[config.mk]
export PLATFORM = sky130hd
export DESIGN_NAME = frd_ctrl_flat
export DESIGN_NICKNAME = d
export VERILOG_FILES = /design/src/rtl/frd_pkg.sv /design/src/rtl/frd_if.sv /design/src/rtl/frd_ctrl.sv /design/src/flat_wrapper.sv
export SDC_FILE = /design/constraint.sdc
export NUM_CORES = 1
export LEC_CHECK = 0
export ABC_CLOCK_PERIOD_IN_PS = 4900
export BUFFER_PORTS_ARGS = -buffer_cell sky130_fd_sc_hd__buf_4
export CAP_MARGIN = 30
export CORE_ASPECT_RATIO = 0.75
export CORE_MARGIN = 2
export CORE_UTILIZATION = 25
export CTS_CLUSTER_DIAMETER = 60
export DETAILED_ROUTE_END_ITERATION = 8
export GPL_TIMING_DRIVEN = 0
export PLACE_DENSITY = 0.41
export SLEW_MARGIN = 20
export SYNTH_ARGS = -nofsm -noshare
export SYNTH_HDL_FRONTEND = slang
export SYNTH_SLANG_ARGS = --single-unit
[constraint.sdc]
create_clock -name clk -period 4.9 [get_ports clk]
set_clock_uncertainty 0.1 [all_clocks]
set_input_delay 0.98 -clock clk [delete_from_list [all_inputs] [get_ports clk]]
set_output_delay 0.98 -clock clk [all_outputs]
set_load 0.05 [all_outputs]
[src/rtl/frd_pkg.sv]
// frd_pkg: shared constants, types and helpers of the frame resync deframer
// depends on nothing; used by every other file of the block but frd_byte_ram
package frd_pkg;

    localparam int BUFFER_BYTES = 1024;
    localparam int HEADER_BYTES = 4;
    localparam int TAIL_BYTES   = 1;
    localparam int HT_BYTES     = HEADER_BYTES + TAIL_BYTES;

    localparam int ADDR_W = $clog2(BUFFER_BYTES);
    localparam int CNT_W  = $clog2(BUFFER_BYTES + 1);
    localparam int SUM_W  = CNT_W + 1;
    localparam int LEN_W  = $clog2(HEADER_BYTES + TAIL_BYTES + 65536);

    localparam int CMD_W      = 2;
    localparam int BYTE_W     = 8;
    localparam int OFFSET_W   = 10;
    localparam int STATUS_W   = 3;
    localparam int FRM_LEN_W  = 11;
    localparam int DROPS_W    = 11;
    localparam int CFG_IDX_W  = 1;

    localparam logic [CMD_W-1:0] CMD_PUSH    = 2'd0;
    localparam logic [CMD_W-1:0] CMD_READ    = 2'd1;
    localparam logic [CMD_W-1:0] CMD_RELEASE = 2'd2;

    localparam logic [CFG_IDX_W-1:0] CFG_SOF_BYTE = 1'b0;
    localparam logic [CFG_IDX_W-1:0] CFG_EOF_BYTE = 1'b1;

    localparam logic [BYTE_W-1:0] SOF_BYTE_RST = 8'd2;
    localparam logic [BYTE_W-1:0] EOF_BYTE_RST = 8'd3;

    typedef enum logic [STATUS_W-1:0] {
        ST_WAIT  = 3'd0,
        ST_READY = 3'd1,
        ST_DATA  = 3'd2,
        ST_FULL  = 3'd3,
        ST_NONE  = 3'd4
    } status_t;

    typedef enum logic [3:0] {
        S_IDLE,
        S_SCAN_CHK,
        S_SCAN_RD1,
        S_SCAN_RD2,
        S_SCAN_LEN,
        S_SCAN_CHK_LEN,
        S_SCAN_END,
        S_EXEC,
        S_READ_WAIT,
        S_DONE
    } state_t;

    typedef struct packed {
        logic [BYTE_W-1:0] sof_byte;
        logic [BYTE_W-1:0] eof_byte;
    } cfg_t;

    typedef struct packed {
        status_t              status;
        logic [FRM_LEN_W-1:0] frame_length;
        logic [BYTE_W-1:0]    read_data;
        logic [DROPS_W-1:0]   resync_drops;
    } result_t;

    // ring buffer address of base + k, k at most the buffer size
    function automatic logic [ADDR_W-1:0] wrap_add(input logic [ADDR_W-1:0] base,
                                                   input logic [CNT_W-1:0] k);
        logic [SUM_W-1:0] sum;
        sum = SUM_W'(base) + SUM_W'(k);
        if (sum >= SUM_W'(BUFFER_BYTES))
        begin
            sum = sum - SUM_W'(BUFFER_BYTES);
        end
        return ADDR_W'(sum);
    endfunction

endpackage

[src/rtl/frd_if.sv]
// frd_if: valid/ready channel interfaces for commands and results
// depends on frd_pkg
interface frd_in_if;
    logic                          valid;
    logic                          ready;
    logic [frd_pkg::CMD_W-1:0]     command;
    logic [frd_pkg::BYTE_W-1:0]    rx_byte;
    logic [frd_pkg::OFFSET_W-1:0]  read_offset;

    modport source (output valid, output command, output rx_byte, output read_offset,
                    input ready);
    modport sink   (input valid, input command, input rx_byte, input read_offset,
                    output ready);
endinterface


[src/rtl/frd_ctrl.sv]
// frd_ctrl: sequencer that scans the ring buffer and runs push, read and release
// depends on frd_pkg, frd_if and a byte ram with registered read data
module frd_ctrl (
    input  logic                          clk,
    input  logic                          rst_n,
    frd_in_if.sink                        in_ch,
    input  frd_pkg::cfg_t                 cfg,
    output logic                          res_valid,
    input  logic                          res_ready,
    output frd_pkg::result_t              res,
    output logic                          ram_we,
    output logic [frd_pkg::ADDR_W-1:0]    ram_waddr,
    output logic [frd_pkg::BYTE_W-1:0]    ram_wdata,
    output logic [frd_pkg::ADDR_W-1:0]    ram_raddr,
    input  logic [frd_pkg::BYTE_W-1:0]    ram_rdata
);

    localparam int LEN_W = frd_pkg::LEN_W;
    localparam int CNT_W = frd_pkg::CNT_W;

    frd_pkg::state_t  state_reg, state_next;
    logic             phase_reg, phase_next;       // 1 during the scan after a command
    logic [frd_pkg::CMD_W-1:0]     cmd_reg, cmd_next;
    logic [frd_pkg::BYTE_W-1:0]    rx_reg, rx_next;
    logic [frd_pkg::OFFSET_W-1:0]  off_reg, off_next;
    logic [frd_pkg::ADDR_W-1:0]    head_reg, head_next;
    logic [CNT_W-1:0]              fill_reg, fill_next;
    logic                          pending_reg, pending_next;
    logic [CNT_W-1:0]              plen_reg, plen_next;
    logic [frd_pkg::BYTE_W-1:0]    lo_reg, lo_next;
    logic [LEN_W-1:0]              len_reg, len_next;
    logic [frd_pkg::DROPS_W-1:0]   drops_reg, drops_next;
    frd_pkg::status_t              status_reg, status_next;
    logic [frd_pkg::BYTE_W-1:0]    data_reg, data_next;

    logic             accept;
    logic             short_fill;
    logic             start_ok;
    logic             end_ok;
    logic             too_long;
    logic             need_more;
    logic             has_room;
    logic             off_in;
    logic             scan_exit;
    logic [LEN_W-1:0] len_calc;
    logic [CNT_W-1:0] k_sel;
    frd_pkg::status_t idle_status;

    assign in_ch.ready = (state_reg == frd_pkg::S_IDLE);
    assign accept      = in_ch.valid && in_ch.ready;

    assign short_fill = LEN_W'(fill_reg) < LEN_W'(frd_pkg::HT_BYTES);
    assign start_ok   = ram_rdata == cfg.sof_byte;
    assign end_ok     = ram_rdata == cfg.eof_byte;
    assign len_calc   = LEN_W'(frd_pkg::HEADER_BYTES) + LEN_W'({ram_rdata, lo_reg})
                      + LEN_W'(frd_pkg::TAIL_BYTES);
    assign too_long   = len_reg > LEN_W'(frd_pkg::BUFFER_BYTES);
    assign need_more  = LEN_W'(fill_reg) < len_reg;
    assign has_room   = LEN_W'(fill_reg) < LEN_W'(frd_pkg::BUFFER_BYTES);
    assign off_in     = LEN_W'(off_reg) < LEN_W'(plen_reg);
    assign scan_exit  = ((state_reg == frd_pkg::S_SCAN_CHK) && (pending_reg || short_fill))
                     || ((state_reg == frd_pkg::S_SCAN_CHK_LEN) && !too_long && need_more);
    assign idle_status = pending_reg ? frd_pkg::ST_READY : frd_pkg::ST_WAIT;

    // next state
    always_comb
    begin
        state_next = state_reg;
        unique case (state_reg)
            frd_pkg::S_IDLE:
            begin
                if (accept)
                begin
                    state_next = frd_pkg::S_SCAN_CHK;
                end
            end
            frd_pkg::S_SCAN_CHK:
            begin
                if (scan_exit)
                begin
                    state_next = phase_reg ? frd_pkg::S_DONE : frd_pkg::S_EXEC;
                end
                else
                begin
                    state_next = frd_pkg::S_SCAN_RD1;
                end
            end
            frd_pkg::S_SCAN_RD1:
            begin
                state_next = start_ok ? frd_pkg::S_SCAN_RD2 : frd_pkg::S_SCAN_CHK;
            end
            frd_pkg::S_SCAN_RD2:     state_next = frd_pkg::S_SCAN_LEN;
            frd_pkg::S_SCAN_LEN:     state_next = frd_pkg::S_SCAN_CHK_LEN;
            frd_pkg::S_SCAN_CHK_LEN:
            begin
                if (too_long)
                begin
                    state_next = frd_pkg::S_SCAN_CHK;
                end
                else if (need_more)
                begin
                    state_next = phase_reg ? frd_pkg::S_DONE : frd_pkg::S_EXEC;
                end
                else
                begin
                    state_next = frd_pkg::S_SCAN_END;
                end
            end
            frd_pkg::S_SCAN_END:     state_next = frd_pkg::S_SCAN_CHK;
            frd_pkg::S_EXEC:
            begin
                case (cmd_reg)
                    frd_pkg::CMD_PUSH:
                        state_next = has_room ? frd_pkg::S_SCAN_CHK : frd_pkg::S_DONE;
                    frd_pkg::CMD_READ:
                        state_next = (pending_reg && off_in) ? frd_pkg::S_READ_WAIT
                                                             : frd_pkg::S_DONE;
                    frd_pkg::CMD_RELEASE:
                        state_next = pending_reg ? frd_pkg::S_SCAN_CHK : frd_pkg::S_DONE;
                    default:
                        state_next = frd_pkg::S_DONE;
                endcase
            end
            frd_pkg::S_READ_WAIT:    state_next = frd_pkg::S_DONE;
            frd_pkg::S_DONE:
            begin
                if (res_ready)
                begin
                    state_next = frd_pkg::S_IDLE;
                end
            end
            default:                 state_next = frd_pkg::S_IDLE;
        endcase
    end

    // datapath and ram control
    always_comb
    begin
        phase_next   = phase_reg;
        cmd_next     = cmd_reg;
        rx_next      = rx_reg;
        off_next     = off_reg;
        head_next    = head_reg;
        fill_next    = fill_reg;
        pending_next = pending_reg;
        plen_next    = plen_reg;
        lo_next      = lo_reg;
        len_next     = len_reg;
        drops_next   = drops_reg;
        status_next  = status_reg;
        data_next    = data_reg;
        ram_we       = 1'b0;
        k_sel        = '0;

        // a scan that ends after a command settles the status
        if (scan_exit && phase_reg)
        begin
            status_next = idle_status;
        end

        unique case (state_reg)
            frd_pkg::S_IDLE:
            begin
                if (accept)
                begin
                    cmd_next   = in_ch.command;
                    rx_next    = in_ch.rx_byte;
                    off_next   = in_ch.read_offset;
                    phase_next = 1'b0;
                    drops_next = '0;
                    data_next  = '0;
                end
            end
            frd_pkg::S_SCAN_CHK:
            begin
                k_sel = '0;
            end
            frd_pkg::S_SCAN_RD1:
            begin
                k_sel = CNT_W'(1);
                if (!start_ok)
                begin
                    head_next  = frd_pkg::wrap_add(head_reg, CNT_W'(1));
                    fill_next  = fill_reg - CNT_W'(1);
                    drops_next = drops_reg + frd_pkg::DROPS_W'(1);
                end
            end
            frd_pkg::S_SCAN_RD2:
            begin
                k_sel   = CNT_W'(2);
                lo_next = ram_rdata;
            end
            frd_pkg::S_SCAN_LEN:
            begin
                len_next = len_calc;
            end
            frd_pkg::S_SCAN_CHK_LEN:
            begin
                k_sel = CNT_W'(len_reg - LEN_W'(1));
                if (too_long)
                begin
                    head_next  = frd_pkg::wrap_add(head_reg, CNT_W'(1));
                    fill_next  = fill_reg - CNT_W'(1);
                    drops_next = drops_reg + frd_pkg::DROPS_W'(1);
                end
            end
            frd_pkg::S_SCAN_END:
            begin
                if (end_ok)
                begin
                    pending_next = 1'b1;
                    plen_next    = CNT_W'(len_reg);
                end
                else
                begin
                    head_next  = frd_pkg::wrap_add(head_reg, CNT_W'(1));
                    fill_next  = fill_reg - CNT_W'(1);
                    drops_next = drops_reg + frd_pkg::DROPS_W'(1);
                end
            end
            frd_pkg::S_EXEC:
            begin
                case (cmd_reg)
                    frd_pkg::CMD_PUSH:
                    begin
                        k_sel = fill_reg;
                        if (has_room)
                        begin
                            ram_we     = 1'b1;
                            fill_next  = fill_reg + CNT_W'(1);
                            phase_next = 1'b1;
                        end
                        else
                        begin
                            status_next = frd_pkg::ST_FULL;
                        end
                    end
                    frd_pkg::CMD_READ:
                    begin
                        k_sel = CNT_W'(off_reg);
                        if (!pending_reg)
                        begin
                            status_next = frd_pkg::ST_NONE;
                        end
                        else if (!off_in)
                        begin
                            status_next = frd_pkg::ST_READY;
                        end
                    end
                    frd_pkg::CMD_RELEASE:
                    begin
                        if (pending_reg)
                        begin
                            head_next    = frd_pkg::wrap_add(head_reg, plen_reg);
                            fill_next    = fill_reg - plen_reg;
                            pending_next = 1'b0;
                            plen_next    = '0;
                            phase_next   = 1'b1;
                        end
                        else
                        begin
                            status_next = frd_pkg::ST_NONE;
                        end
                    end
                    default:
                    begin
                        status_next = idle_status;
                    end
                endcase
            end
            frd_pkg::S_READ_WAIT:
            begin
                data_next   = ram_rdata;
                status_next = frd_pkg::ST_DATA;
            end
            frd_pkg::S_DONE:
            begin
                k_sel = '0;
            end
            default:
            begin
                k_sel = '0;
            end
        endcase
    end

    // one shared ring address adder serves every ram access
    assign ram_raddr = frd_pkg::wrap_add(head_reg, k_sel);
    assign ram_waddr = ram_raddr;
    assign ram_wdata = rx_reg;

    always_ff @(posedge clk or negedge rst_n)
    begin
        if (!rst_n)
        begin
            state_reg   <= frd_pkg::S_IDLE;
            phase_reg   <= 1'b0;
            head_reg    <= '0;
            fill_reg    <= '0;
            pending_reg <= 1'b0;
            plen_reg    <= '0;
        end
        else
        begin
            state_reg   <= state_next;
            phase_reg   <= phase_next;
            head_reg    <= head_next;
            fill_reg    <= fill_next;
            pending_reg <= pending_next;
            plen_reg    <= plen_next;
        end
    end

    always_ff @(posedge clk)
    begin
        cmd_reg    <= cmd_next;
        rx_reg     <= rx_next;
        off_reg    <= off_next;
        lo_reg     <= lo_next;
        len_reg    <= len_next;
        drops_reg  <= drops_next;
        status_reg <= status_next;
        data_reg   <= data_next;
    end

    assign res_valid           = (state_reg == frd_pkg::S_DONE);
    assign res.status          = status_reg;
    assign res.frame_length    = pending_reg ? frd_pkg::FRM_LEN_W'(plen_reg) : '0;
    assign res.read_data       = data_reg;
    assign res.resync_drops    = drops_reg;

`ifndef ASSERT_OFF
    a_fill_bound: assert property (@(posedge clk) disable iff (!rst_n)
        LEN_W'(fill_reg) <= LEN_W'(frd_pkg::BUFFER_BYTES))
        else $error("fill count above buffer size");

    a_pending_len: assert property (@(posedge clk) disable iff (!rst_n)
        pending_reg |-> (plen_reg <= fill_reg)
                        && (LEN_W'(plen_reg) >= LEN_W'(frd_pkg::HT_BYTES)))
        else $error("pending frame length not backed by buffered bytes");

    a_no_pending_len: assert property (@(posedge clk) disable iff (!rst_n)
        !pending_reg |-> (plen_reg == '0))
        else $error("stale frame length with no frame pending");

    a_accept_starts_scan: assert property (@(posedge clk) disable iff (!rst_n)
        accept |=> (state_reg == frd_pkg::S_SCAN_CHK))
        else $error("accepted item did not start a scan");

    a_write_room: assert property (@(posedge clk) disable iff (!rst_n)
        ram_we |-> has_room && (state_reg == frd_pkg::S_EXEC))
        else $error("buffer write without room");
`endif

endmodule

[src/flat_wrapper.sv]
// flat-port wrapper written by rule: the top's interface ports become plain ports
module frd_ctrl_flat 
  (clk, rst_n, cfg, res_valid, res_ready, res, ram_we, ram_waddr, ram_wdata, ram_raddr, ram_rdata, in_ch_valid, in_ch_command, in_ch_rx_byte, in_ch_read_offset, in_ch_ready);
  frd_in_if in_ch_i ();
  input  logic clk;
  input  logic rst_n;
  input  frd_pkg::cfg_t cfg;
  output logic res_valid;
  input  logic res_ready;
  output frd_pkg::result_t res;
  output logic ram_we;
  output logic [frd_pkg::ADDR_W-1:0] ram_waddr;
  output logic [frd_pkg::BYTE_W-1:0] ram_wdata;
  output logic [frd_pkg::ADDR_W-1:0] ram_raddr;
  input  logic [frd_pkg::BYTE_W-1:0] ram_rdata;
  input wire logic [$bits(in_ch_i.valid)-1:0] in_ch_valid;
  input wire logic [$bits(in_ch_i.command)-1:0] in_ch_command;
  input wire logic [$bits(in_ch_i.rx_byte)-1:0] in_ch_rx_byte;
  input wire logic [$bits(in_ch_i.read_offset)-1:0] in_ch_read_offset;
  output wire logic [$bits(in_ch_i.ready)-1:0] in_ch_ready;
  assign in_ch_i.valid = in_ch_valid;
  assign in_ch_i.command = in_ch_command;
  assign in_ch_i.rx_byte = in_ch_rx_byte;
  assign in_ch_i.read_offset = in_ch_read_offset;
  assign in_ch_ready = in_ch_i.ready;
  frd_ctrl u_core (.clk(clk), .rst_n(rst_n), .in_ch(in_ch_i), .cfg(cfg), .res_valid(res_valid), .res_ready(res_ready), .res(res), .ram_we(ram_we), .ram_waddr(ram_waddr), .ram_wdata(ram_wdata), .ram_raddr(ram_raddr), .ram_rdata(ram_rdata));
endmodule
# Word-level counts from Yosys, hierarchy flattened
# Cells that the tools add are included.
[word_totals]
reg_bits = 105
inputBits = 48
output_inout_bits = 64
[classes]
addsub = 13
n_lt_le_gt_ge = 8
n_eq_ne = 24
mux = 61
n_reduce_logical = 25
[op_table]
columns = ["cell", "count"]
rows = [
  ["two-way mux 11 bit", 13],
  ["one-hot mux 11 bit (4 select lines)", 3],
  ["two-way mux 10 bit", 8],
  ["one-hot mux 11 bit (2 select lines)", 3],
  ["one-hot mux 10 bit (4 select lines)", 1],
  ["one-hot mux 4 bit (10 select lines)", 1],
  ["two-way mux 4 bit", 8],
  ["subtractor 10 x 1 -> 10 bit, second input constant", 3],
  ["adder 10 x 11 -> 12 bit", 2],
  [">= comparator 12 x 11 -> 1 bit, second input constant", 2],
  ["adder 11 x 1 -> 11 bit, second input constant", 2],
  ["subtractor 11 x 1 -> 11 bit, second input constant", 2],
  ["adder 17 x 1 -> 17 bit, second input constant", 1],
  ["adder 3 x 16 -> 17 bit, first input constant", 1],
  ["greater-than comparator 17 x 11 -> 1 bit, second input constant", 1],
  ["less-than comparator 11 x 17 -> 1 bit", 1],
  ["== test 4 x 3 -> 1 bit, second input constant", 4],
  ["== test 8 bit", 2],
  ["one-hot mux 8 bit (2 select lines)", 1],
  ["two-way mux 3 bit", 5],
  ["one-hot mux 4 bit (3 select lines)", 1],
  ["adder 10 x 1 -> 11 bit, second input constant", 1],
  [">= comparator 11 bit, second input constant", 1],
  ["less-than comparator 10 x 11 -> 1 bit", 1],
  ["30 further kinds", 63],
]

# Longest topological paths before layout
[logic_depth]
depth_word = 11
ltp_mapped = 16

# Worst setup path before layout
# OpenSTA, ideal clock, no wires.
[synth_timing]
path_kind = "register -> output"
from = "reg u_core.cmd_reg[0] in the netlist's numbering"
to = "out ram_waddr[9] in the netlist's numbering"
arrival_time_ps = 3897
setup_slack_ps = -77
stages_incl_launch_ff = 13
n_path_buf = 3
path_cell_list = "edfxtp_1 > clkbuf_1 > buf_1 > mux2i_1 > o221ai_1 > ha_1 > a21o_1 > a21oi_1 > o21ai_0 > o41ai_1 > o21ai_0 > xnor2_1 > buf_4"
[synth_between]
elab_chain_len = 6
elab_cells_between_ends = 8
[synth_rtl]
columns = ["element", "line_no", "text"]
rows = [
  ["from (decl)", "frd_ctrl.sv:23", "logic [frd_pkg::CMD_W-1:0] cmd_reg, cmd_next;"],
  ["from (signal assigned)", "frd_ctrl.sv:316", "cmd_reg <= cmd_next;"],
  ["== test 2 x 1 -> 1 bit or zero test 2 bit (tied branches)", "frd_ctrl.sv:223", "case (cmd_reg)"],
  ["one-hot mux 11 bit (2 select lines) *", "frd_ctrl.sv:223", ""],
  ["one-hot mux 11 bit (4 select lines) *", "frd_ctrl.sv:161", "unique case (state_reg)"],
  ["adder 10 x 11 -> 12 bit *", "frd_pkg.sv:70", "sum = SUM_W'(base) + SUM_W'(k);"],
  ["subtractor 10 x 1 -> 10 bit or >= comparator 12 x 11 -> 1 bit (tied branches)", "frd_pkg.sv:73, frd_pkg.sv:71", ""],
  ["two-way mux 10 bit *", "frd_pkg.sv:71", "if (sum >= SUM_W'(BUFFER_BYTES))"],
  ["to (decl)", "flat_wrapper.sv:12", "output logic [frd_pkg::ADDR_W-1:0] ram_waddr;"],
]
# Every way passes the cells marked *; elsewhere a longest branch is shown, timed or not.

# Worst setup path in the final report
[layout_timing]
from = "reg u_core.state_reg[3]"
to = "out ram_waddr[8] in the netlist's numbering"
[layout_between]
elab_chain_len = 5
elab_cells_between_ends = 9
[layout_rtl]
columns = ["element", "line_no", "text"]
rows = [
  ["from (decl)", "frd_ctrl.sv:21", "frd_pkg::state_t state_reg, state_next;"],
  ["from (signal assigned)", "frd_ctrl.sv:296", "state_reg <= frd_pkg::S_IDLE;"],
  ["from (signal assigned)", "frd_ctrl.sv:305", "state_reg <= state_next;"],
  ["== test 4 x 3 -> 1 bit or == test 4 x 2 -> 1 bit (tied branches)", "frd_ctrl.sv:161", ""],
  ["one-hot mux 11 bit (4 select lines) *", "frd_ctrl.sv:161", ""],
  ["adder 10 x 11 -> 12 bit *", "frd_pkg.sv:70", ""],
  ["subtractor 10 x 1 -> 10 bit or >= comparator 12 x 11 -> 1 bit (tied branches)", "frd_pkg.sv:73, frd_pkg.sv:71", ""],
  ["two-way mux 10 bit *", "frd_pkg.sv:71", ""],
]
# Marked as above.

==> qor.yml <==
status:
  status: "complete, no violations"
route:
  firstDrtPassIters: 4
  wirelength_mm: 19.99
  drtAntennaViolNets: 0
  routed_via_density: 4.539
  drt_iter0_markers: 249
  wl_per_cell_um: 17.14
  drc: 0
  num_vias: 5293
placed_design:
  dp.cells: 1145
  dpl_cell_area_um2: 8142
  pre_cts_ws_ns: -0.2389
  dp_hpwl_mm: 15.84
  gp_routability_congestion: 0.7685
  numPortBuffers: 111
power:
  peakVddDrop_mv: 0.3794
  p_int_w: 0.002815
  p_leak_nw: 3.582
  combPwrFrac_pct: 56.3
  switching_share_pct: 46.71
  p_clk_share_pct: 15.0
  powerDensity_nw_per_um2: 615.7
  power.switching_w: 0.002467
  power_w: 0.005282
  p_seq_share_pct: 28.7
grt:
  grt_remaining_overflow: 0
  grt_pass1_wl_mm: 30.99
  antenna_found_initial: 0
  grt_use_total_pct: 14.37
  grt_pass1_vias: 5357
  grt_start_max_net_pins: 39
timing:
  relSlewSlack_pct: 41.52
  slew_violations: 0
  period_needed_ns: 4.649
  finalHoldViolCount: 0
  setup_viol: 0
  fmax_mhz: 215.1
  tightest_slew_ns: 0.8713
  worst_slack_ns: 0.2511
  fin_crit_sh_pct: 94.88
yosys:
  synth_edf_count: 64
  synthMuxAreaShare_pct: 3.530
  yosys.area.top_type_share_pct: 28.24
  postSynthCellCount: 680
  ys_ff_latch: 105
  netlist_area_um2: 6805
  synth_area_per_cell_um2: 10.01
  synth_top_family_by_area: "simple AND/OR/NAND/NOR gates"
  syn-num-nets: 782
  seq_area_frac_synth_pct: 43.10
  synth-adder-area-share_pct: 10.41
  ys_types: 68
  ys_top_cells_by_count: "edfxtp_1, nor2_1, o21ai_0"
  synth_compound_gate_area_share_pct: 12.72
  ys.flop_type: "edfxtp_1"
  synth-simple-area-share_pct: 15.70
  async_reset_ff_share_pct: 36.19
  yosysWarnings: 0
  synthTopCellsByArea: "edfxtp_1, dfrtp_1, ha_1, xnor2_1, o21ai_0"
  yosys.area.top_type: "edfxtp_1"
  synth_xor_area_share_pct: 9.395
final_layout:
  antenna_cells: 0
  post-route-util_pct: 31.93
  stdcell_area_um2: 8579
  drive_above_1_share_pct: 22.94
  finalNonFillerCells: 1166
  syn_to_final_growth_pct: 26.07
  nFillCells: 2833
  fin_nets: 912
  largest_register_ffs: 17
clock_tree:
  cts_root_buf: "clkbuf_16"
  numCtsBuffers: 9
  clk_path_buf_depth: 2
  clk_pin_slew_worst_paths_ns: 0.08
  ctsHoldBuffers: 0
  clock_latency_ns: 0.37
  cts.sinks: 105
  tritoncts: "built"
  h-tree-depth: 3
die:
  fp.dieH_um: 146.9
  row_count: 52
  fp.coreArea_um2: 26870
  die_area_um2: 28570
  io_pins: 112
  start_util_pct: 25.33
  die_w_um: 194.5
critical_path:
  worst-setup-path-type: "reg2out"
  crit_arrival_ns: 3.57
  crit_required_ns: 3.82
  cp-start-kind: "flip-flop"
  r2r_slack_ns: 0.96
  worstReg2RegEnd: "u_core.fill_reg[10]$_DFFE_PN0P_"
  rr_worst_depth: 14
  end_kind: "primary output"
  r2r_start: "u_core.state_reg[1]$_DFFE_PN0P_"
  cp_max_fo: 10
min_path:
  worstHoldStart: "u_core.head_reg[9]$_DFFE_PN0P_"
  min_path_cells: 1
  whs_endpoint: "u_core.head_reg[9]$_DFFE_PN0P_"
  hp-class: "reg2reg"
job:
  max_cap_violations: 0
[kinds of logic (layout without fill, tap and decap cells)]
logic type / Yosys count / in the layout
simple gates: 212 / 212
compound gates: 138 / 138
flops: 105 / 105
buf+inv: 76 / 211
xor+xnor: 73 / 73
fa+ha+maj: 55 / 55
mux: 21 / 21
[worst max-delay path by stage]
stage / from / endpoint
after floorplan: u_core.state_reg[1]$_DFFE_PN0P_ / ram_waddr[6]
after global routing: u_core.state_reg[1]$_DFFE_PN0P_ / ram_waddr[9]
final: u_core.state_reg[3]$_DFFE_PN0P_ / ram_waddr[8]
after global placement: u_core.cmd_reg[0]$_DFFE_PP_ / ram_waddr[9]
after detailed placement: u_core.cmd_reg[0]$_DFFE_PP_ / ram_waddr[9]
after CTS: u_core.state_reg[3]$_DFFE_PN0P_ / ram_waddr[9]
[critical path: stages, from the launching register on]
cell and delay (ns):
dfrtp_2 0.45, nand2b_4 0.19, or3_4 0.42, clkbuf_8 0.19, o221ai_4 0.17, ha_1 0.21, inv_1 0.06, fa_2 0.36
nor2b_1 0.11, o21ai_0 0.08, nand2b_1 0.11, a21o_1 0.14, a21oi_2 0.07, o21ai_2 0.15, xor2_2 0.17, buf_4 0.13
buf_4 0.18
[per-stage QoR]
step                      hold WS [ns]   TNS [ns]
final                           0.3921          0
after global routing            0.4382  -0.002972
after CTS                       0.3956          0
after detailed placement        0.3798    -0.6444
after global placement          0.3768     -1.061
after floorplan                 0.3619          0
[repair_timing]
action	4_1_cts	5_1_grt
pin swaps	1	2
gates resized for setup	14	14
setup endpoints to repair	11	6
setup buffers	1	7
[layer usage]
layer  up-vias  GRT usage [%]  wire, um
li1       2667              -         -
met5         -              0         0
met4         0          3.885       301
met2        97          21.24      8497
met1      2514          21.27     10330
met3        15          2.801       862
[area by class of cell]
class	instances	area (um^2)	share of cell area, %
buffer	31	200.2	2.333
clock buffer	10	250.2	2.917
clock inverter	6	63.81	0.7438
inverter	42	157.7	1.838
multi-input combinational	499	3601	41.97
sequential	105	2934	34.20
tap	351	439.2	5.119
timing repair buffer	122	933.4	10.88
[layout by cell type, fill, tap and decap left out, types with 5 or more instances in the layout]
cell type,netlist,final
buf_4,11,133
nor2_1,64,64
edfxtp_1,64,64
o21ai_0,59,56
ha_1,51,51
nand2_1,48,48
xnor2_1,44,43
inv_1,41,41
dfrtp_1,38,37
xor2_1,29,28
a21oi_1,19,16
clkbuf_1,20,14
nand3_1,13,13
nand2b_1,13,12
mux2i_1,12,12
nor3_1,12,11
a21o_1,11,11
and2_1,10,10
clkbuf_16,0,10
or3_1,10,9
nor2b_1,8,8
o22ai_1,8,8
nor4_1,7,7
nand4_1,7,7
mux2_4,5,5
[power groups by stage]
stage	Sequential [W]	Clock (W)	Combinational (W)
finish	0.00152	0.000790	0.00298
detailed placement	0.00153	0	0.00295
CTS	0.00152	0.000828	0.00298
floorplan	0.00170	0	0.00190
global route	0.00155	0.000857	0.00325
global placement	0.00154	0	0.00292
(Power assumes the default switching activity.)
